===== config.mk =====
export PLATFORM = sky130hd
export DESIGN_NAME = mswl_alu
export DESIGN_NICKNAME = d
export VERILOG_FILES = /design/src/mswl_pkg.sv /design/src/mswl_alu.sv
export SDC_FILE = /design/constraint.sdc
export NUM_CORES = 1
export LEC_CHECK = 0
export BUFFER_PORTS_ARGS = -buffer_cell sky130_fd_sc_hd__buf_2
export CORE_MARGIN = 4
export CORE_UTILIZATION = 40
export DETAILED_ROUTE_END_ITERATION = 8
export GPL_ROUTABILITY_DRIVEN = 0
export MAX_ROUTING_LAYER = met4
export PLACE_DENSITY = 0.83
export SLEW_MARGIN = 20
export SYNTH_ARGS = -nofsm -noshare
export SYNTH_HDL_FRONTEND = slang
export SYNTH_SLANG_ARGS = --single-unit

===== constraint.sdc =====
create_clock -name vclk -period 4.6
set_clock_uncertainty 0.1 [all_clocks]
set_input_delay 0.69 -clock vclk [all_inputs]
set_output_delay 0.69 -clock vclk [all_outputs]
set_load 0.01 [all_outputs]

===== src/mswl_pkg.sv =====
`default_nettype none

package mswl_pkg;

  localparam int unsigned SUM_W = 64;
  localparam int unsigned IDX_W = 32;
  localparam int unsigned SMP_W = 32;
  localparam int unsigned WIN_W = 8;

  localparam logic [SUM_W-1:0] SUM_MIN = {1'b1, {(SUM_W-1){1'b0}}};

  typedef enum logic [2:0] {
    ST_SEED,
    ST_IDLE,
    ST_ACC,
    ST_HEAD,
    ST_RUN,
    ST_BEST,
    ST_TAIL,
    ST_PUSH
  } state_t;

  typedef enum logic {
    ALU_ADD,
    ALU_SUB
  } alu_op_t;

  typedef struct packed {
    alu_op_t          op;
    logic [SUM_W-1:0] a;
    logic [SUM_W-1:0] b;
  } alu_req_t;

  typedef struct packed {
    logic [SUM_W-1:0] value;
    logic             ge;     // signed a >= b, valid for ALU_SUB
  } alu_res_t;

  typedef struct packed {
    logic [IDX_W-1:0] idx;
    logic [SUM_W-1:0] prefix;
  } entry_t;

endpackage

`default_nettype wire


===== src/mswl_alu.sv =====
`default_nettype none

module mswl_alu (
  input  mswl_pkg::alu_req_t req,
  output mswl_pkg::alu_res_t res
);
  import mswl_pkg::*;

  logic [SUM_W:0] ext_a;
  logic [SUM_W:0] ext_b;
  logic           cin;
  logic [SUM_W:0] sum;

  // 65-bit add/subtract, the sign of the difference gives the signed compare
  always_comb begin
    ext_a = {req.a[SUM_W-1], req.a};
    if (req.op == ALU_SUB) begin
      ext_b = ~{req.b[SUM_W-1], req.b};
      cin   = 1'b1;
    end else begin
      ext_b = {req.b[SUM_W-1], req.b};
      cin   = 1'b0;
    end
    sum       = ext_a + ext_b + {{SUM_W{1'b0}}, cin};
    res.value = sum[SUM_W-1:0];
    res.ge    = ~sum[SUM_W];
  end

endmodule

`default_nettype wire


# After elaboration in Yosys (flattened, before gate mapping)
# Index checks and enable logic that the tools add are counted.
# classes
bitwise	2
n_addsub	2
muxes	2
# ops
op	count
$add 65x1->65	1
$add 65x65->65	1
$mux 65	1
$not 65->65	1
$mux 1	1
$not 1->1	1
# word_totals
input_bits	129
elab_cells	6
register_bits	0
output_inout_bits	65

# Logic depth before layout (Yosys ltp)
# Gate-level depths: netlist of run 1.
# depth
word_depth	5
mapped_depth	16

# Worst setup path after synthesis of run 1
# Ideal clock, no wire load.
# synth_path
path_type	input-to-output
start	input port req[128] (netlist name)
end	output port res[59] (netlist name)
t_required_ns	3.810
t_arrival_ns	3.805
path_slack_ns	0.005
stages	14
cell_sequence	buf_4 buf_1 xor2_1 ha_1 clkbuf_2 nand4_1 nor4_1 or3b_1 o21ai_2 a31oi_2 o31ai_2 a31oi_1 o21bai_1 xor2_1
# synth_lines
item	line_no	rtl
start: declaration	mswl_alu.sv:4	input mswl_pkg::alu_req_t req,
end: declaration	mswl_alu.sv:5	output mswl_pkg::alu_res_t res

==> results of run 1 <==
final timing paths:
check | slack (ps) | depth (start not counted) | startpoint | to
max | 80 | 14 | req[128] | res[59]
min | 1570 | 3 | req[64] | res[1]
cell usage after synthesis (2+ instances only):
cell type,n,share of area
a21boi_0,2,0.0035
a21o_1,39,0.069
a21oi_1,70,0.082
a221oi_1,2,0.0041
a31oi_1,8,0.012
a41oi_1,2,0.0041
a41oi_2,2,0.0076
and2_1,3,0.0044
and3_1,5,0.0073
and4_1,4,0.0082
buf_1,6,0.0053
buf_2,2,0.0023
clkbuf_1,22,0.019
ha_1,63,0.18
inv_1,21,0.018
nand2_1,45,0.040
nand2b_1,12,0.018
nand3_1,9,0.011
nand4_1,18,0.026
nor2_1,23,0.020
nor2b_1,8,0.012
nor3_1,8,0.0094
nor4_1,2,0.0029
o211ai_1,3,0.0053
o21a_1,9,0.016
o21ai_0,44,0.052
o21ai_1,5,0.0059
o21ai_2,3,0.0062
o21bai_1,10,0.018
o221ai_1,2,0.0041
or3_1,2,0.0029
xnor2_1,33,0.068
xor2_1,91,0.19
per-stage QoR:
stage               power [mW]  cells
floorplan                0.820    605
global placement          1.33    975
detailed placement        1.35    975
CTS                       1.37    976
global route              1.57    993
finish                    1.44    993
routing by layer:
| metal | part of all wire | wire length [um] |
|---|---|---|
| met1 | 0.41 | 6240 |
| met4 | 0.018 | 278 |
| met2 | 0.51 | 7780 |
| met3 | 0.061 | 922 |
| met5 | 0 | 0 |
cell type report:
cell class | instances | area [um2]
diodes | 1 | 2.50
fillers | 948 | 4110
inverters | 21 | 78.8
multi-input cells | 552 | 4200
well taps | 136 | 170
repair buffers | 283 | 1810
layout by cell type, fill, tap and decap left out, types with 6 or more instances in the layout:
cell type    n
nor3_1       7
nor2b_1      8
nand4_1     18
nand2b_1    12
nand3_1      9
buf_4       81
a31oi_1      6
ha_1        63
xor2_1      89
a21oi_2      7
o21ai_0     41
nand2_1     45
o21a_1       9
buf_2      193
o21bai_1    10
a21o_1      39
xnor2_1     33
o21ai_1      7
nor2_1      22
inv_1       21
a21oi_1     63
cells by family (layout without fill, tap and decap cells):
kind of cell,count (synthesis),count (layout),synth area share
muxes,1,1,0.00323
other,0,1,0
AOI/OAI and AO/OA,220,220,0.334
xor gates and xnor gates,124,124,0.255
adders and majority gates,64,64,0.190
buffers and inverters,53,304,0.0484
and+or+nand+nor,143,143,0.170
power groups by stage:
stage,clock network [mW],registers (mW),logic (mW)
after CTS,0,0,1.37
after detailed placement,0,0,1.35
after global routing,0.0000000291,0,1.57
after global placement,0,0,1.33
after floorplan,0,0,0.820
final,0.0000000291,0,1.44
what timing repair did:
item	4_1_cts	5_1_grt
setup buffers	0	11
pin swaps	2	24
gates cloned	1	5
resized for setup	6	33
endpoints found under the setup margin	8	24
==> impl_metrics.csv, run 1 <==
group,metric,value,unit
global_routing,use_met3,0.0164,
drt,ant_nets,0,
floorplanning,die_h,111,um
setup_path,cp_slowest_cell,"or3b_4",
setup_path,critPathKind,"in -> out",
setup_path,crit_fanout,6,
drt,via_per_inst,5.48,
yosys,seq_area_frac_synth,0,
sta,finalHoldViolations,0,
global_routing,grt_pass1_wl,23.1,mm
power,leakage,3.25,nW
yosys,syn-num-nets,798,
floorplanning,rows,37,
global_routing,antenna_found_initial,1,
floorplanning,pin_count,194,
finish,drive_gt1_frac,0.370,
place,pre_cts_slack,-134,ps
finish,utilization,0.604,
place,place.port_buffers,194,
setup_path,path_cells,"buf_16 -> buf_16 -> xor2_2 -> ha_1 -> nand4_1 -> nor4_2 -> or3b_4 -> o21ai_4 -> a31oi_4 -> o31ai_4 -> a31oi_4 -> o21bai_1 -> xor2_1 -> buf_2",
setup_path,arrival,3730,ps
sta,worst_pin_slew,393,ps
drt,routed_wirelength,15.2,mm
job,max_cap_violations,0,
sta,fmax,221,MHz
setup_path,worstPathRequired,3810,ps
yosys,synth.distinct_cells,60,
yosys,avgSynthCellArea,7.05,um2
global_routing,globalRouteMet2Util,0.399,
drt,drc,0,
setup_path,critical_path_buf_inv_count,3,
sta,rsz0062_at_grt,"yes",
sta,finalSetupViolCount,0,
sta,drv_slew,0,
yosys,yosysWarnings,0,
global_routing,overflow,0,
floorplanning,core-area,10400,um2
power,p_int,0.668,mW
drt,routedWlPerCell,15.3,um
setup_path,startpoint_type,"input pin",
power,comb_power_share,1.000,
drt,drt_iter0_markers,331,
sta,min_period,4520,ps
power,worst_ir_drop_vdd,134,uV
finish,clock_buffers,0,
finish,finalInstanceArea,6260,um2
floorplanning,die-area,12400,um2
power,seqPwrFrac,0,
power,switchingPower,0.776,mW
power,clkPwrFrac,0,
sta,finalCritPeriodShare,0.982,
global_routing,grt_max_degree,23,
global_routing,met1_usage,0.269,
finish,flops_and_latches,0,
clock_network,ctsHoldBuffers,0,
sta,slew_headroom,0.735,
drt,drt_pass1_iterations,5,
yosys,synthCells,605,
sta,hold-worst-slack,1570,ps
setup_path,max_stage_delay,430,ps
drt,dr_total_vias,5440,
setup_path,cpLargestDelayFamily,"compound AO/OA/AOI/OAI gates",
floorplanning,floorplan.initialDensity,0.411,
floorplanning,dieWidth,111,um
power,powerDensity,231,nW/um2
power,sw_frac_of_total,0.537,
setup_path,end_kind,"output port",
global_routing,track_usage,0.219,
sta,setup-tns-final,0,ps
sta,setup_slack,82.8,ps
place,place.detailed.hpwl,12.3,mm
global_routing,grt_busiest_layer,"met2",
place,placed_area,5830,um2
finish,register_area,0,um2
hold_path,hold_class,"in -> out",
finish,synthToLayoutAreaGrowth,46.9,%
global_routing,grt_pass1_vias,5030,
finish,finalNetCount,1051,
yosys,netlist_area,4260,um2
status,outcome,"finished clean",
Power figures use the tool's default switching activity.
==> run 2, diff against run 1 <==
==> constraint.sdc (replaced) <==
create_clock -name vclk -period 4.6
set_clock_uncertainty 0.1 [all_clocks]
set_input_delay 0 -clock vclk [all_inputs]
set_output_delay 0 -clock vclk [all_outputs]
set_load 0.01 [all_outputs]
==> impl_metrics.csv, run 2 (synthesis results as in run 1) <==
group,metric,value,unit
status,outcome,"finished clean",
drt,routedWlPerCell,14.8,um
floorplanning,core-area,10400,um2
sta,finalSetupViolCount,0,
finish,instances_no_fill,907,
power,comb_power_share,1.000,
floorplanning,die_h,111,um
setup_path,startpoint_type,"input pin",
drt,via_per_inst,5.52,
power,sw_frac_of_total,0.575,
setup_path,worstPathRequired,4500,ps
global_routing,grt_pass1_wl,22.0,mm
drt,routed_wirelength,13.4,mm
setup_path,critPathKind,"in -> out",
power,worst_ir_drop_vdd,194,uV
clock_network,postCtsSetupRepairBufs,0,
finish,layout_common_cells,"buf_2, xor2_1, a21oi_1, ha_1, nand2_1",
clock_network,cts_resized,0,
drt,dr_total_vias,5007,
finish,clock_buffers,0,
sta,min_period,3680,ps
sta,setup-tns-final,0,ps
floorplanning,dieWidth,111,um
global_routing,grt_max_degree,21,
drt,drt_pass1_iterations,5,
clock_network,ctsHoldBuffers,0,
power,seqPwrFrac,0,
power,leakage,2.74,nW
finish,flops_and_latches,0,
hold_path,min_path_cells,3,
power,powerDensity,232,nW/um2
finish,mostFrequentLayoutCell,"buf_2",
drt,drc,0,
place,dp_cells,906,
setup_path,arrival,3580,ps
sta,finalHoldViolations,0,
sta,setup_slack,923,ps
sta,fmax,272,MHz
sta,rsz0062_at_grt,"no",
finish,drive_gt1_frac,0.271,
global_routing,track_usage,0.207,
sta,drv_slew,0,
finish,register_area,0,um2
sta,hold-worst-slack,190,ps
floorplanning,floorplan.initialDensity,0.411,
finish,synthToLayoutAreaGrowth,24.4,%
floorplanning,pin_count,194,
power,clkPwrFrac,0,
job,max_cap_violations,0,
power,p_int,0.523,mW
power,switchingPower,0.708,mW
finish,finalNetCount,965,
sta,slew_headroom,0.662,
floorplanning,rows,37,
place,place.port_buffers,194,
place,pre_cts_slack,956,ps
setup_path,crit_fanout,20,
drt,drt_iter0_markers,319,
drt,ant_nets,0,
global_routing,grt_pass1_vias,4743,
floorplanning,die-area,12400,um2
sta,finalCritPeriodShare,0.799,
global_routing,antenna_found_initial,1,
setup_path,end_kind,"output port",
hold_path,hold_class,"in -> out",
global_routing,overflow,0,
sta,worst_pin_slew,503,ps
place,place.detailed.hpwl,11.6,mm
-- run 2: per-layer routing --
metal / vias to the layer above / routed length [um] / global-route usage
met4: 0 / 275 / 0.0414
li1: 2526 / - / -
met5: - / 0 / -
met3: 20 / 850 / 0.0175
met2: 191 / 6500 / 0.358
met1: 2270 / 5760 / 0.266
-- run 2: area by class of cell --
class	instances	area [um2]
timing repair buffer	197	996
antenna	1	2.50
multi-input combinational	552	4060
fill	1077	5060
tap	136	170
inverter	21	78.8
-- run 2: worst max-delay path: stages --
cell	delay, ps
buf_4	280
buf_4	390
xor2_1	200
ha_1	290
and2_1	220
and3_1	220
a221oi_1	310
a31oi_1	160
nor4_1	180
a21oi_1	170
a21oi_1	290
a21boi_1	180
a221oi_1	360
xnor2_1	150
buf_2	150
-- run 2: worst paths after layout --
path	startpoint	endpoint
worst max-delay path	req[128]	res[64]
worst min-delay path	req[64]	res[1]
-- run 2: power by group through the flow --
stage | logic [mW] | clock network [mW] | registers [mW]
after CTS | 1.23 | 0 | 0
after global routing | 1.36 | 0.0000000292 | 0
after detailed placement | 1.22 | 0 | 0
final | 1.23 | 0.0000000292 | 0
after floorplan | 0.820 | 0 | 0
after global placement | 1.21 | 0 | 0
-- run 2: metrics by stage --
step                power [mW]  area [um2]  utilization
floorplan                0.820        4260            -
global placement          1.21        5300        0.511
detailed placement        1.22        5300        0.511
CTS                       1.23        5300        0.511
global route              1.36        5310        0.512
finish                    1.23        5310        0.512
==> run 3, diff against run 2 <==
==> constraint.sdc (replaced) <==
create_clock -name vclk -period 3.26
set_clock_uncertainty 0.1 [all_clocks]
set_input_delay 0 -clock vclk [all_inputs]
set_output_delay 0 -clock vclk [all_outputs]
set_load 0.01 [all_outputs]
==> impl_metrics.csv, run 3 (synthesis results as in run 1) <==
group,metric,value,unit
status,outcome,"finished clean",
floorplanning,die-area,12400,um2
power,power,2.02,mW
drt,drc,0,
sta,finalSetupViolCount,0,
sta,drv_slew,0,
global_routing,antenna_found_initial,1,
sta,slew_headroom,0.733,
setup_path,crit_fanout,6,
finish,mostFrequentLayoutCell,"buf_2",
power,powerDensity,327,nW/um2
hold_path,hold_class,"in -> out",
sta,finalCritPeriodShare,0.973,
finish,layout_common_cells,"buf_2, xor2_1, buf_4, a21oi_1, ha_1",
drt,routedWlPerCell,15.2,um
global_routing,grt_pass1_vias,5058,
setup_path,critPathCapture,"res[59]",
drt,via_per_inst,5.43,
global_routing,use_met3,0.0131,
drt,drt_pass1_iterations,5,
finish,flops_and_latches,0,
global_routing,overflow,0,
global_routing,grt_pass1_wl,23.1,mm
sta,finalHoldViolations,0,
global_routing,grt_busiest_layer,"met2",
finish,finalNetCount,1043,
sta,setup_slack,87.4,ps
setup_path,critPathKind,"in -> out",
drt,routed_wirelength,14.9,mm
setup_path,end_kind,"output port",
setup_path,arrival,3070,ps
place,place.detailed.hpwl,12.2,mm
sta,fmax,315,MHz
finish,drive_gt1_frac,0.373,
power,leakage,3.19,nW
drt,drt_iter0_markers,305,
finish,register_area,0,um2
global_routing,globalRouteMet2Util,0.381,
drt,dr_total_vias,5347,
setup_path,startpoint_type,"input pin",
finish,synthToLayoutAreaGrowth,45.0,%
power,worst_ir_drop_vdd,191,uV
job,max_cap_violations,0,
floorplanning,dieWidth,111,um
global_routing,track_usage,0.218,
drt,ant_nets,0,
global_routing,met1_usage,0.279,
clock_network,ctsHoldBuffers,0,
place,placed_area,5760,um2
place,pre_cts_slack,-11.0,ps
sta,worst_pin_slew,397,ps
place,place.port_buffers,194,
floorplanning,floorplan.initialDensity,0.411,
sta,min_period,3170,ps
floorplanning,pin_count,194,
finish,instances_no_fill,985,
finish,finalInstanceArea,6180,um2
floorplanning,die_h,111,um
floorplanning,core-area,10400,um2
setup_path,critPathLaunch,"req[128]",
place,dp_cells,965,
setup_path,worstPathRequired,3160,ps
finish,clock_buffers,0,
global_routing,grt_max_degree,44,
floorplanning,rows,37,
-- run 3: report_power, final --
group | internal, mW | switching, mW
clock network | 0.0000000410 | 0
registers | 0 | 0
logic | 0.926 | 1.09
total | 0.926 | 1.09
-- run 3: worst min path at each step --
stage	from	endpoint	slack [ps]	cells after the start
floorplan	req[0]	res[1]	-20	1
global route	req[64]	res[1]	220	3
detailed placement	req[64]	res[1]	190	3
CTS	req[64]	res[1]	190	3
global placement	req[64]	res[1]	190	3
finish	req[64]	res[1]	190	3
-- run 3: routing by layer --
layer  up-vias  share of wire
met5         -              0
met4         0          0.028
met3        30          0.048
met2       193           0.50
met1      2431           0.42
li1       2693              -
-- run 3: final cells by class --
type | instances | area [um2]
repair buffers | 275 | 1690
diodes | 1 | 2.50
multi-input cells | 552 | 4250
fillers | 963 | 4190
inverters | 21 | 78.8
well taps | 136 | 170
-- run 3: worst max-delay path, cell delays in order --
cell,delay (ps)
buf_12,130
clkbuf_16,160
xor2_1,160
ha_1,350
nand4_1,180
nor4_2,290
or3b_4,430
o21ai_4,230
a31oi_4,150
o31ai_4,300
a31oi_4,150
o21bai_1,180
xor2_1,200
buf_2,160
-- run 3: stage by stage --
step                setup TNS, ps  hold WS (ps)  utilization
floorplan                       0         -24.0            -
global placement                0           188        0.555
detailed placement          -21.1           194        0.555
CTS                         -24.6           192        0.558
global route                -76.4           217        0.596
finish                          0           190        0.596
-- run 3: timing repair --
action,4_1_cts,5_1_grt
gates resized for setup,5,47
cloned,0,2
buffers inserted,0,17
hold endpoints to repair,0,0
pin swaps,1,30
setup endpoints to repair,3,25
