## src/mswl_pkg.sv

```systemverilog
`default_nettype none

package mswl_pkg;

  localparam int unsigned SUM_W = 64;
  localparam int unsigned IDX_W = 32;
  localparam int unsigned SMP_W = 32;
  localparam int unsigned WIN_W = 8;

  localparam logic [SUM_W-1:0] SUM_MIN = {1'b1, {(SUM_W-1){1'b0}}};

  typedef enum logic [2:0] {
    ST_SEED,
    ST_IDLE,
    ST_ACC,
    ST_HEAD,
    ST_RUN,
    ST_BEST,
    ST_TAIL,
    ST_PUSH
  } state_t;

  typedef enum logic {
    ALU_ADD,
    ALU_SUB
  } alu_op_t;

  typedef struct packed {
    alu_op_t          op;
    logic [SUM_W-1:0] a;
    logic [SUM_W-1:0] b;
  } alu_req_t;

  typedef struct packed {
    logic [SUM_W-1:0] value;
    logic             ge;     // signed a >= b, valid for ALU_SUB
  } alu_res_t;

  typedef struct packed {
    logic [IDX_W-1:0] idx;
    logic [SUM_W-1:0] prefix;
  } entry_t;

endpackage

`default_nettype wire

```

## src/mswl_cfg.sv

```systemverilog
`default_nettype none

module mswl_cfg (
  input  logic        clk,
  input  logic        rst_n,
  input  logic        psel,
  input  logic        penable,
  input  logic        pwrite,
  input  logic [2:0]  paddr,
  input  logic [31:0] pwdata,
  output logic [31:0] prdata,
  output logic        pready,
  output logic [mswl_pkg::WIN_W-1:0] window_len
);
  import mswl_pkg::*;

  logic [WIN_W-1:0] window_len_r;
  logic [WIN_W-1:0] window_len_nxt;
  logic             wr_hit;

  assign pready = 1'b1;
  assign wr_hit = psel & penable & pwrite & pready & ~paddr[2];

  always_comb begin
    window_len_nxt = window_len_r;
    if (wr_hit) begin
      window_len_nxt = pwdata[WIN_W-1:0];
    end
  end

  always_ff @(posedge clk) begin
    if (!rst_n) begin
      window_len_r <= WIN_W'(1);
    end else begin
      window_len_r <= window_len_nxt;
    end
  end

  assign prdata     = paddr[2] ? 32'd0 : {{(32-WIN_W){1'b0}}, window_len_r};
  assign window_len = window_len_r;

endmodule

`default_nettype wire

```

## config.mk

```make
export PLATFORM = sky130hd
export DESIGN_NAME = mswl_cfg
export DESIGN_NICKNAME = d
export VERILOG_FILES = /design/src/mswl_pkg.sv /design/src/mswl_cfg.sv
export SDC_FILE = /design/constraint.sdc
export NUM_CORES = 1
export LEC_CHECK = 0
export BUFFER_PORTS_ARGS = -buffer_cell sky130_fd_sc_hd__clkbuf_2
export CAP_MARGIN = 20
export CORE_MARGIN = 3
export CORE_UTILIZATION = 32
export CTS_CLUSTER_DIAMETER = 40
export DETAILED_ROUTE_END_ITERATION = 8
export PLACE_DENSITY = 0.83
export SLEW_MARGIN = 40
export SYNTH_ARGS = -nofsm -noshare
export SYNTH_HDL_FRONTEND = slang
export SYNTH_SLANG_ARGS = --single-unit
```

## constraint.sdc

```tcl
create_clock -name clk -period 1.55 [get_ports clk]
set_input_delay 0.31 -clock clk [delete_from_list [all_inputs] [get_ports clk]]
set_output_delay 0.31 -clock clk [all_outputs]
set_load 0.005 [all_outputs]
```

Word level (Yosys, flattened, before mapping)
Cells that the tools add are included.
- flip-flop bits (word level): 8
- bits of input ports: 40
- output and inout port bits: 41
- word-level logic and storage cells: 6
- muxes and demuxes: 1
- bitwise gates (word level): 4
- operators by type and width (operator ; count):
    two-way mux 8 bit ; 1
    AND 1 bit ; 3
    NOT 1 bit ; 1

Longest topological paths before layout
Gate-level depths: netlist (run 1).
- word-level depth: 3
- gate-level depth with buffers: 3
- gate-level depth less buffers: 2

Least setup slack after synthesis (run 1)
Ideal clock, no wire load.
- path type: input-to-reg
- start: input port paddr[2]
- end: register window_len_r[0], in the netlist window_len[0]
- arrival: 848 ps
- required time: 1478 ps
- setup slack: 631 ps
- stages: 3
- cells stage by stage: and4b_1 buf_6 mux2i_1
- cells in the longest elaborated chain, start to end: 2
- RTL lines (item ; RTL line ; RTL):
    start, declared ; mswl_cfg.sv:9 ; input logic [2:0] paddr,
    NOT 1 bit ; mswl_cfg.sv:22 ; assign wr_hit = psel & penable & pwrite & pready & ~paddr[2];
    AND 1 bit ; mswl_cfg.sv:22 ;
    end signal, assigned ; mswl_cfg.sv:35 ; window_len_r <= window_len_nxt;
    end, declared ; mswl_cfg.sv:17 ; logic [WIN_W-1:0] window_len_r;
No other way between the ends.
A chain may end at the register's enable or synchronous reset.

Worst setup path after layout (run 1)
- start: register window_len_r[4], in the netlist window_len[4]
- end: output port prdata[4]
- cells in the longest elaborated chain, start to end: 1
- RTL lines (item ; RTL line ; RTL):
    two-way mux 8 bit ; mswl_cfg.sv:39 ; assign prdata = paddr[2] ? 32'd0 : {{(32-WIN_W){1'b0}}, window_len_r};
    end, declared ; mswl_cfg.sv:11 ; output logic [31:0] prdata,
No other way between the ends.

==> metrics.md, run 1 <==
| Metric | Value |
|---|---|
| Status | finished, final reports clean |
| Initial detailed-routing violation count | 2 |
| Post-DP HPWL | roughly 910 um |
| Initial Util | 0.366 |
| Most common cell in the synthesized netlist | buf_4 |
| CP Launch Type | register |
| Largest register FFs | 8 |
| Tcrit/Tclk final | 0.751 |
| WL met1 | 421 um |
| Cell type with the largest total area after synthesis | buf_4 |
| Largest net degree at the start of global routing | 17 |
| H-tree depth | 1 |
| Top post-synthesis cells by area | buf_4, dfxtp_1, mux2i_1, and2b_2, nand2_1 |
| Seq/Total Area, Yosys | 0.269 |
| Max cap viols | 0 |
| GPL Wtd Cong | 0.669 |
| DR WL met2 | 516 um |
| CTS buffer count | 3 |
| CTS root buf | clkbuf_4 |
| CTS Sinks | 8 |
| Post-synth top cells | buf_4, nand2_1, and2b_2, dfxtp_1, mux2i_1 |
| WL/cell | about 9 um |
| Clk Latency, worst-skew pair | 0.25 ns |
| Port bufs | 29 |
| Setup_tns | 0 ns |
| #FFs+latches synth | 8 |
| Reg2reg path depth | 2 |
| Max Fanout on Critical Path | 3 |
| Floorplan row count | 14 |
| Worst-path clk slew | 0.05 ns |
| Ys async rst share | 0 |
| Die width | 49.1 um |
| Post-synth cell types | 10 |
| Uppermost layer routed | met3 |
| Post-CTS setup buffers | 0 |
| Reg2Reg Launch Point | window_len[5] |
| Hold Crit Class | in -> reg |
| Area of the multi-input gates | about 320 um2 |
| R2R Path End | window_len[5] |
| DP Area | 662 um2 |
| Setup violators final | 0 |
| Max Slew Vio Count | 0 |
| Number of nets in the layout | roughly 140 |
| Routed wire length | 1110 um |
| Hold buffer count at CTS | 0 |
| Yosys warns | 0 |
| Worst Skew | 0 ns |
| Antenna Cells | 0 |
| Initial antenna violation count | 0 |
| Share of layout cells above drive strength 1 | 0.414 |
| P&R area growth vs syn | 14.9% |
| Hold depth | 3 |
| Tot GR Track Use | 0.0885 |
| Crit path required time | ~1.2 ns |
| Post-synth top area share | 0.315 |
| Antenna viol nets, final | 0 |
| Fin. Hold Viols | 0 |
| Die Span Y | 49.1 um |
| RSZ-0062 raised after global routing | false |
| Top FF cell, synth | dfxtp_1 |
| Drt pass-1 iters | 3 |
| Period minus WS final | 1.16 ns |
| Fmax | 859 MHz |
| Drt drc | 0 |
| Vias in the first global route | ~400 |
| DIE AREA | 2410 um2 |
| Met3 WL | 168 um |
| Ports | 81 |
| Routed vias | 456 |
| Synthesized instance count | 70 |
| Crit path from | window_len[4] |
| Register area | 160 um2 |
| Via density per instance | 3.71 |
| CTS resizes | 0 |
| Worst hold path endpoint | window_len[3] |
| Hold path start | pwdata[3] |
| Mapped Avg Cell Area | 8.51 um2 |
| Global-route wire length before repair | roughly 1600 um |
| Cell area after layout | ~700 um2 |
| Crit path DAT | 0.85 ns |
| Clk buf depth | 2 |
| Worst vdd ir | 378 uV |
| Post-synth EDFFs | 0 |
| Leak | 0.386 nW |
| Final global-route overflow total | 0 |
| Core Footprint | ~1600 um2 |
| Filler cells | 178 |
| Flop2flop setup slack | 0.95 ns |
| CTS tree | yes |
| Synth Cell Area | 596 um2 |
| Crit. End Element | output pin |
| Critical path class | reg -> out |
| Total power per unit cell area | 637 nW/um2 |
-- worst max-delay path by stage --
| stage | end | slack, ns | cells after the start |
|---|---|---|---|
| 6_report | prdata[4] | 0.39 | 2 |
| 5_1_grt | prdata[5] | 0.32 | 2 |
| 4_1_cts | prdata[5] | 0.36 | 2 |
| 3_5_place_dp | window_len[5] | 0.32 | 4 |
| 3_3_place_gp | window_len[4] | 0.36 | 4 |
| 2_1_floorplan | window_len[0] | 0.63 | 3 |
-- through the flow --
stage          worst slack (ns)  power [mW]  hold WS [ns]   util  instances
6_report                  0.386       0.436         0.285  0.420        123
5_1_grt                   0.321       0.471         0.285  0.420        123
4_1_cts                   0.359       0.452         0.272  0.420        123
3_5_place_dp              0.324       0.285         0.460  0.406        120
3_3_place_gp              0.355       0.283         0.450  0.406        120
2_1_floorplan             0.631       0.301         0.452      -         93
-- where the power goes --
| group | internal [mW] | leakage [nW] | switching (mW) |
|---|---|---|---|
| combinational | 0.0295 | 0.307 | 0.0376 |
| sequential | 0.210 | 0.0648 | 0.00285 |
| clock | 0.0884 | 0.0138 | 0.0675 |
| total | 0.328 | 0.386 | 0.108 |
-- logic make-up (layout without fill, tap and decap cells) --
kind of cell	count (synthesis)	after routing	share of synthesized area
AND/OR/NAND/NOR	25	25	0.244
buffers and inverters	27	33	0.340
flip-flops	8	8	0.269
multiplexers	8	8	0.134
other	2	25	0.0126
-- layout make-up --
type / count / share of cell area
Multi-Input combinational cell: 58 / 0.466
Sequential cell: 8 / 0.234
Timing Repair Buffer: 30 / 0.223
Tap cell: 24 / 0.0439
Clock buffer: 3 / 0.0329
-- critical path, cell delays in order, from the launching register on --
cell	delay [ns]
dfxtp_1	0.32
and2b_2	0.18
clkbuf_2	0.11
-- layout by cell type (no fill, tap or decap) --
cell type / count
buf_4: 1
nor2b_1: 2
clkbuf_2: 29
dfxtp_1: 8
and4b_1: 1
and2b_2: 8
nand2_1: 14
conb_1: 25
mux2i_1: 8
clkbuf_4: 3
-- layer usage --
layer	up-vias	global-route usage
met4	0	0.0427
li1	225	-
met3	0	0.0459
met1	196	0.0939
met2	35	0.143
met5	-	0
No activity file was read; power rests on OpenSTA's default activity.
==> run 2: changes to the inputs <==
--- a/config.mk
+++ b/config.mk
@@ -8,10 +8,10 @@
 export BUFFER_PORTS_ARGS = -buffer_cell sky130_fd_sc_hd__clkbuf_2
 export CAP_MARGIN = 20
 export CORE_MARGIN = 3
-export CORE_UTILIZATION = 32
+export CORE_UTILIZATION = 30
 export CTS_CLUSTER_DIAMETER = 40
 export DETAILED_ROUTE_END_ITERATION = 8
-export PLACE_DENSITY = 0.83
+export PLACE_DENSITY = 0.79
 export SLEW_MARGIN = 40
 export SYNTH_ARGS = -nofsm -noshare
 export SYNTH_HDL_FRONTEND = slang
==> constraint.sdc (replaced) <==
create_clock -name clk -period 1.11 [get_ports clk]
set_input_delay 0.222 -clock clk [delete_from_list [all_inputs] [get_ports clk]]
set_output_delay 0.222 -clock clk [all_outputs]
set_load 0.005 [all_outputs]
==> metrics.md, run 2 (synthesis results as in run 1) <==
| Metric | Value |
|---|---|
| RSZ-0062 raised after global routing | true |
| Leak | 0.408 nW (+5.8%) |
| DIE AREA | 2560 um2 (+5.8%) |
| Largest net degree at the start of global routing | 17 (unchanged) |
| Most frequent cells in the layout | clkbuf_2, conb_1, nand2_1, and2b_2, mux2i_1 |
| Setup_tns | 0 ns (unchanged) |
| Worst hold path endpoint | window_len[7] |
| WL/cell | 8.84 um (-1.6%) |
| Int Pwr | 465 uW (+42%) |
| Global-route wire length before repair | 1590 um (-2.1%) |
| Flop2flop setup slack | 0.37 ns (-0.58 ns) |
| GRT met1 Usage | 0.0757 (-0.0182) |
| Core Footprint | 1800 um2 (+11%) |
| P&R area growth vs syn | 21.6% |
| P_sw | 152 uW (+40%) |
| Antenna viol nets, final | 0 (unchanged) |
| Max Slew Vio Count | 0 (unchanged) |
| CTS root buf | clkbuf_4 |
| Cell area after layout | 724 um2 (+5.9%) |
| Critical path class | reg -> out |
| Max Fanout on Critical Path | 3 (unchanged) |
| Hold depth | 3 (unchanged) |
| Ports | 81 (unchanged) |
| Period minus WS final | 1.08 ns |
| Antenna Cells | 0 (unchanged) |
| Hold path start | pwdata[7] |
| Logic pwr share | 0.163 (+0.009) |
| Initial detailed-routing violation count | 5 (+3) |
| Largest register FFs | 8 (unchanged) |
| Most common cell after layout, fill and taps aside | clkbuf_2 |
| Initial antenna violation count | 0 (unchanged) |
| DP Area | 678 um2 (+2.5%) |
| Final global-route overflow total | 0 (unchanged) |
| CTS tree | yes |
| Die Span Y | 50.6 um (+2.9%) |
| Reg2reg path depth | 3 (+1) |
| Share of layout cells above drive strength 1 | 0.505 (+0.0907) |
| Clock share of power | 0.353 (-0.004) |
| H-tree depth | 1 (unchanged) |
| CP Launch Type | register |
| CTS buffer count | 3 (unchanged) |
| Sequential power share | 0.484 (-0.005) |
| M2 GR Usage | 0.157 (+0.0137) |
| Met3 Resource Use GR | 0.0445 (-0.00136) |
| Final Power | 616 uW (+41%) |
| Worst vdd ir | 376 uV (-0.44%) |
| Max cap viols | 0 (unchanged) |
| Total power per unit cell area | 851 nW/um2 (+33%) |
| Worst-path clk slew | 0.05 ns (about the same) |
| R2R Path End | window_len[0] |
| Tcrit/Tclk final | 0.977 |
| Via density per instance | 3.75 (+1.2%) |
| Floorplan row count | 15 (+1) |
| Hold Crit Class | in -> reg |
| Final hold slack | 0.191 ns (-0.0938 ns) |
| Crit. End Element | output pin |
| Sw frac | 0.246 (-0.00166) |
| Routed wire length | 1130 um (+2.4%) |
| Routed vias | 480 (+5.3%) |
| Number of nets in the layout | 145 (+2.8%) |
| Fin. Hold Viols | 0 (unchanged) |
| Drt drc | 0 (unchanged) |
| Clk buf depth | 2 (unchanged) |
| Initial Util | 0.331 (-0.0350) |
| GR peak layer | met2 |
| Post-DP HPWL | 978 um (+7.3%) |
| Crit path required time | 0.89 ns (-0.35 ns) |
| GPL Wtd Cong | 0.714 (+6.7%) |
| Vias in the first global route | 377 (-4.6%) |
| CTS Sinks | 8 (unchanged) |
| Tot GR Track Use | 0.0835 (-0.00499) |
| Port bufs | 29 (unchanged) |
| Crit path DAT | 0.86 ns (about the same) |
| Fmax | 922 MHz |
| Setup violators final | 0 (unchanged) |
| Reg2Reg Launch Point | window_len[0] |
| Worst Skew | 0 ns (unchanged) |
| Status | finished, final reports clean |
| Die width | 50.6 um (+2.9%) |
| Drt pass-1 iters | 4 (+1) |
| Clk Latency, worst-skew pair | 0.25 ns (about the same) |
| Filler cells | 194 (+9.0%) |
-- run 2: cell types whose count changed in the layout (fill, tap and decap cells not counted), sizes merged --
cell	change
buf	+4
-- run 2: repair_timing --
action | CTS | global route
buffers inserted | 0 | 2
setup endpoints to repair | 0 | 7
gates resized for setup | 0 | 7
hold buffers | 0 | 0
hold endpoints to repair | 0 | 0
-- run 2: worst max path at each step --
stage | from | end
CTS | window_len[0] | prdata[0]
global placement | paddr[2] | window_len[7]
finish | window_len[7] | prdata[7]
global route | window_len[3] | prdata[3]
detailed placement | paddr[2] | window_len[0]
floorplan | paddr[2] | window_len[0]
-- run 2: critical path: stages, from the launching register on --
cell      delay, ns
dfxtp_2        0.32
and2b_2        0.18
clkbuf_2       0.11
-- run 2: metal layers --
metal,vias up,part of all wire
li1,238,-
met1,213,0.37
met2,29,0.54
met3,0,0.095
met4,0,0
met5,-,0
-- run 2: area by class of cell --
type	count	area (um2)	share of cell area
flip-flops and latches	8	169	0.233
repair buffers	34	183	0.252
multi-input cells	58	319	0.440
clock buffers	3	22.5	0.0311
well taps	25	31.3	0.0432
-- run 2: power by group through the flow --
stage	clock network [mW]	logic [mW]	registers, mW
after global placement	0	0.0953	0.304
after CTS	0.230	0.0974	0.298
after detailed placement	0	0.0969	0.304
after floorplan	0	0.115	0.304
final	0.217	0.100	0.299
after global routing	0.250	0.114	0.299
-- run 2: stage by stage --
step / setup slack (ns) / utilization / instances
floorplan: 0.279 / - / 93
global placement: 0.112 / 0.376 / 123
global route: -0.0180 / 0.402 / 128
detailed placement: 0.0839 / 0.376 / 123
CTS: 0.00221 / 0.389 / 126
finish: 0.0257 / 0.402 / 128
==> run 3: changes to the inputs <==
--- a/config.mk
+++ b/config.mk
@@ -6,11 +6,12 @@
 export NUM_CORES = 1
 export LEC_CHECK = 0
 export BUFFER_PORTS_ARGS = -buffer_cell sky130_fd_sc_hd__clkbuf_2
-export CAP_MARGIN = 20
+export CAP_MARGIN = 10
 export CORE_MARGIN = 3
 export CORE_UTILIZATION = 30
 export CTS_CLUSTER_DIAMETER = 40
 export DETAILED_ROUTE_END_ITERATION = 8
+export GPL_TIMING_DRIVEN = 0
 export PLACE_DENSITY = 0.79
 export SLEW_MARGIN = 40
 export SYNTH_ARGS = -nofsm -noshare
==> metrics.md, run 3 (synthesis results as in run 1) <==
| Metric | Value |
|---|---|
| P&R area growth vs syn | 50.0% |
| Antenna Cells | 0 (unchanged) |
| Post-DP HPWL | 1140 um (+16%) |
| Final WS setup | 0.0305 ns (+0.00482 ns) |
| Tcrit/Tclk final | 0.973 (-0.00434) |
| Final core utilization | 0.496 (+0.0938) |
| Max Slew Vio Count | 0 (unchanged) |
| Floorplan row count | 15 (unchanged) |
| Setup violators final | 0 (unchanged) |
| Port bufs | 29 (unchanged) |
| Tot GR Track Use | 0.104 (+0.0200) |
| Leak | 0.529 nW (+30%) |
| Crit path required time | 0.89 ns (about the same) |
| CP Launch Type | register |
| Critical path class | reg -> out |
| Share of layout cells above drive strength 1 | 0.563 (+0.0586) |
| Hold Crit Class | in -> reg |
| Number of nets in the layout | 168 (+16%) |
| CTS tree | yes |
| DIE AREA | 2560 um2 (unchanged) |
| CTS root buf | clkbuf_4 |
| Initial detailed-routing violation count | 5 (unchanged) |
| Worst-path clk slew | 0.05 ns (about the same) |
| Worst vdd ir | 416 uV (+11%) |
| Die Span Y | 50.6 um (unchanged) |
| Global-route wire length before repair | 1970 um (+24%) |
| Max Fanout on Critical Path | 3 (unchanged) |
| Final hold slack | 0.198 ns (+0.00703 ns) |
| Clk buf depth | 2 (unchanged) |
| Most frequent cells in the layout | clkbuf_2, buf_4, conb_1, nand2_1 |
| Status | finished, final reports clean |
| Crit. End Element | output pin |
| Ports | 81 (unchanged) |
| Filler cells | 195 (+0.52%) |
| CP peak stage delay | 0.32 ns (about the same) |
| GPL Wtd Cong | 0.645 (-9.7%) |
| CTS Sinks | 8 (unchanged) |
| Final global-route overflow total | 0 (unchanged) |
| RSZ-0062 raised after global routing | true |
| Antenna viol nets, final | 0 (unchanged) |
| Core Footprint | 1800 um2 (unchanged) |
| Final Power | 677 uW (+9.8%) |
| Initial antenna violation count | 0 (unchanged) |
| WL/cell | 8.67 um (-2.0%) |
| Via density per instance | 3.62 (-3.4%) |
| Fmax | 926 MHz (+0.45%) |
| CTS buffer count | 3 (unchanged) |
| Crit-path cells | and2b_2 > clkbuf_2 |
| Crit path max-delay cell type | dfxtp_2 |
| Placement Setup Slack | 0.0292 ns (-0.0547 ns) |
| Routed vias | 547 (+14%) |
| H-tree depth | 1 (unchanged) |
| Initial Util | 0.331 (unchanged) |
| Drt drc | 0 (unchanged) |
| Most common cell after layout, fill and taps aside | clkbuf_2 |
| Crit path DAT | 0.86 ns (about the same) |
| Period minus WS final | 1.08 ns (-0.00482 ns) |
| Setup_tns | 0 ns (unchanged) |
| Fin. Hold Viols | 0 (unchanged) |
| Drt pass-1 iters | 4 (unchanged) |
| Clk Latency, worst-skew pair | 0.25 ns (about the same) |
| Largest net degree at the start of global routing | 11 (-6) |
| Worst Skew | 0 ns (unchanged) |
| Max cap viols | 0 (unchanged) |
| Die width | 50.6 um (unchanged) |
| Vias in the first global route | 464 (+23%) |
| Largest register FFs | 8 (unchanged) |
| Total power per unit cell area | 758 nW/um2 (-11%) |
| Routed wire length | 1310 um (+16%) |
[run 3: cell count changes in the layout (fill, tap and decap cells not counted), sizes merged]
cell / change
buf: +22
clkbuf: +1
[run 3: where the power goes]
part | leakage (nW) | internal [mW] | switching, mW
logic | 0.450 | 0.0986 | 0.0662
registers | 0.0658 | 0.295 | 0.00429
clock network | 0.0138 | 0.123 | 0.0899
total | 0.529 | 0.516 | 0.160
[run 3: worst paths after layout]
path,from,end,slack (ns),depth (start not counted)
worst max-delay path,window_len[6],prdata[6],0.03,2
worst min-delay path,pwdata[3],window_len[3],0.20,3
worst max register to register,window_len[7],window_len[7],0.43,3
worst min register to register,window_len[3],window_len[3],0.45,2
[run 3: final cells by class]
class | instances | area [um2] | area share
plain buffers | 27 | 203 | 0.227
clock buffers | 3 | 22.5 | 0.0252
repair buffers | 30 | 153 | 0.171
multi-input cells | 58 | 319 | 0.357
flip-flops and latches | 8 | 165 | 0.185
well taps | 25 | 31.3 | 0.0350
[run 3: metal layers]
| layer | track usage | wire [um] |
|---|---|---|
| met1 | 0.0944 | 461 |
| met3 | 0.0267 | 108 |
| met2 | 0.204 | 739 |
| met5 | 0 | 0 |
| met4 | 0.0538 | 0 |
[run 3: repair_timing]
item	4_1_cts	5_1_grt
gates resized for setup	0	4
hold buffers	0	0
endpoints found under the setup margin	0	4
setup buffers	0	1
[run 3: metrics by stage]
stage / std cells / cell area, um2
6_report: 151 / 893
5_1_grt: 151 / 893
4_1_cts: 150 / 881
3_5_place_dp: 147 / 858
3_3_place_gp: 147 / 858
2_1_floorplan: 93 / 682
[run 3: critical path: cells and delay by family (launching register included)]
family / cells / cell delay [ns]
buffers and inverters: 1 / 0.11
and+or+nand+nor: 1 / 0.18
DFF: 1 / 0.32
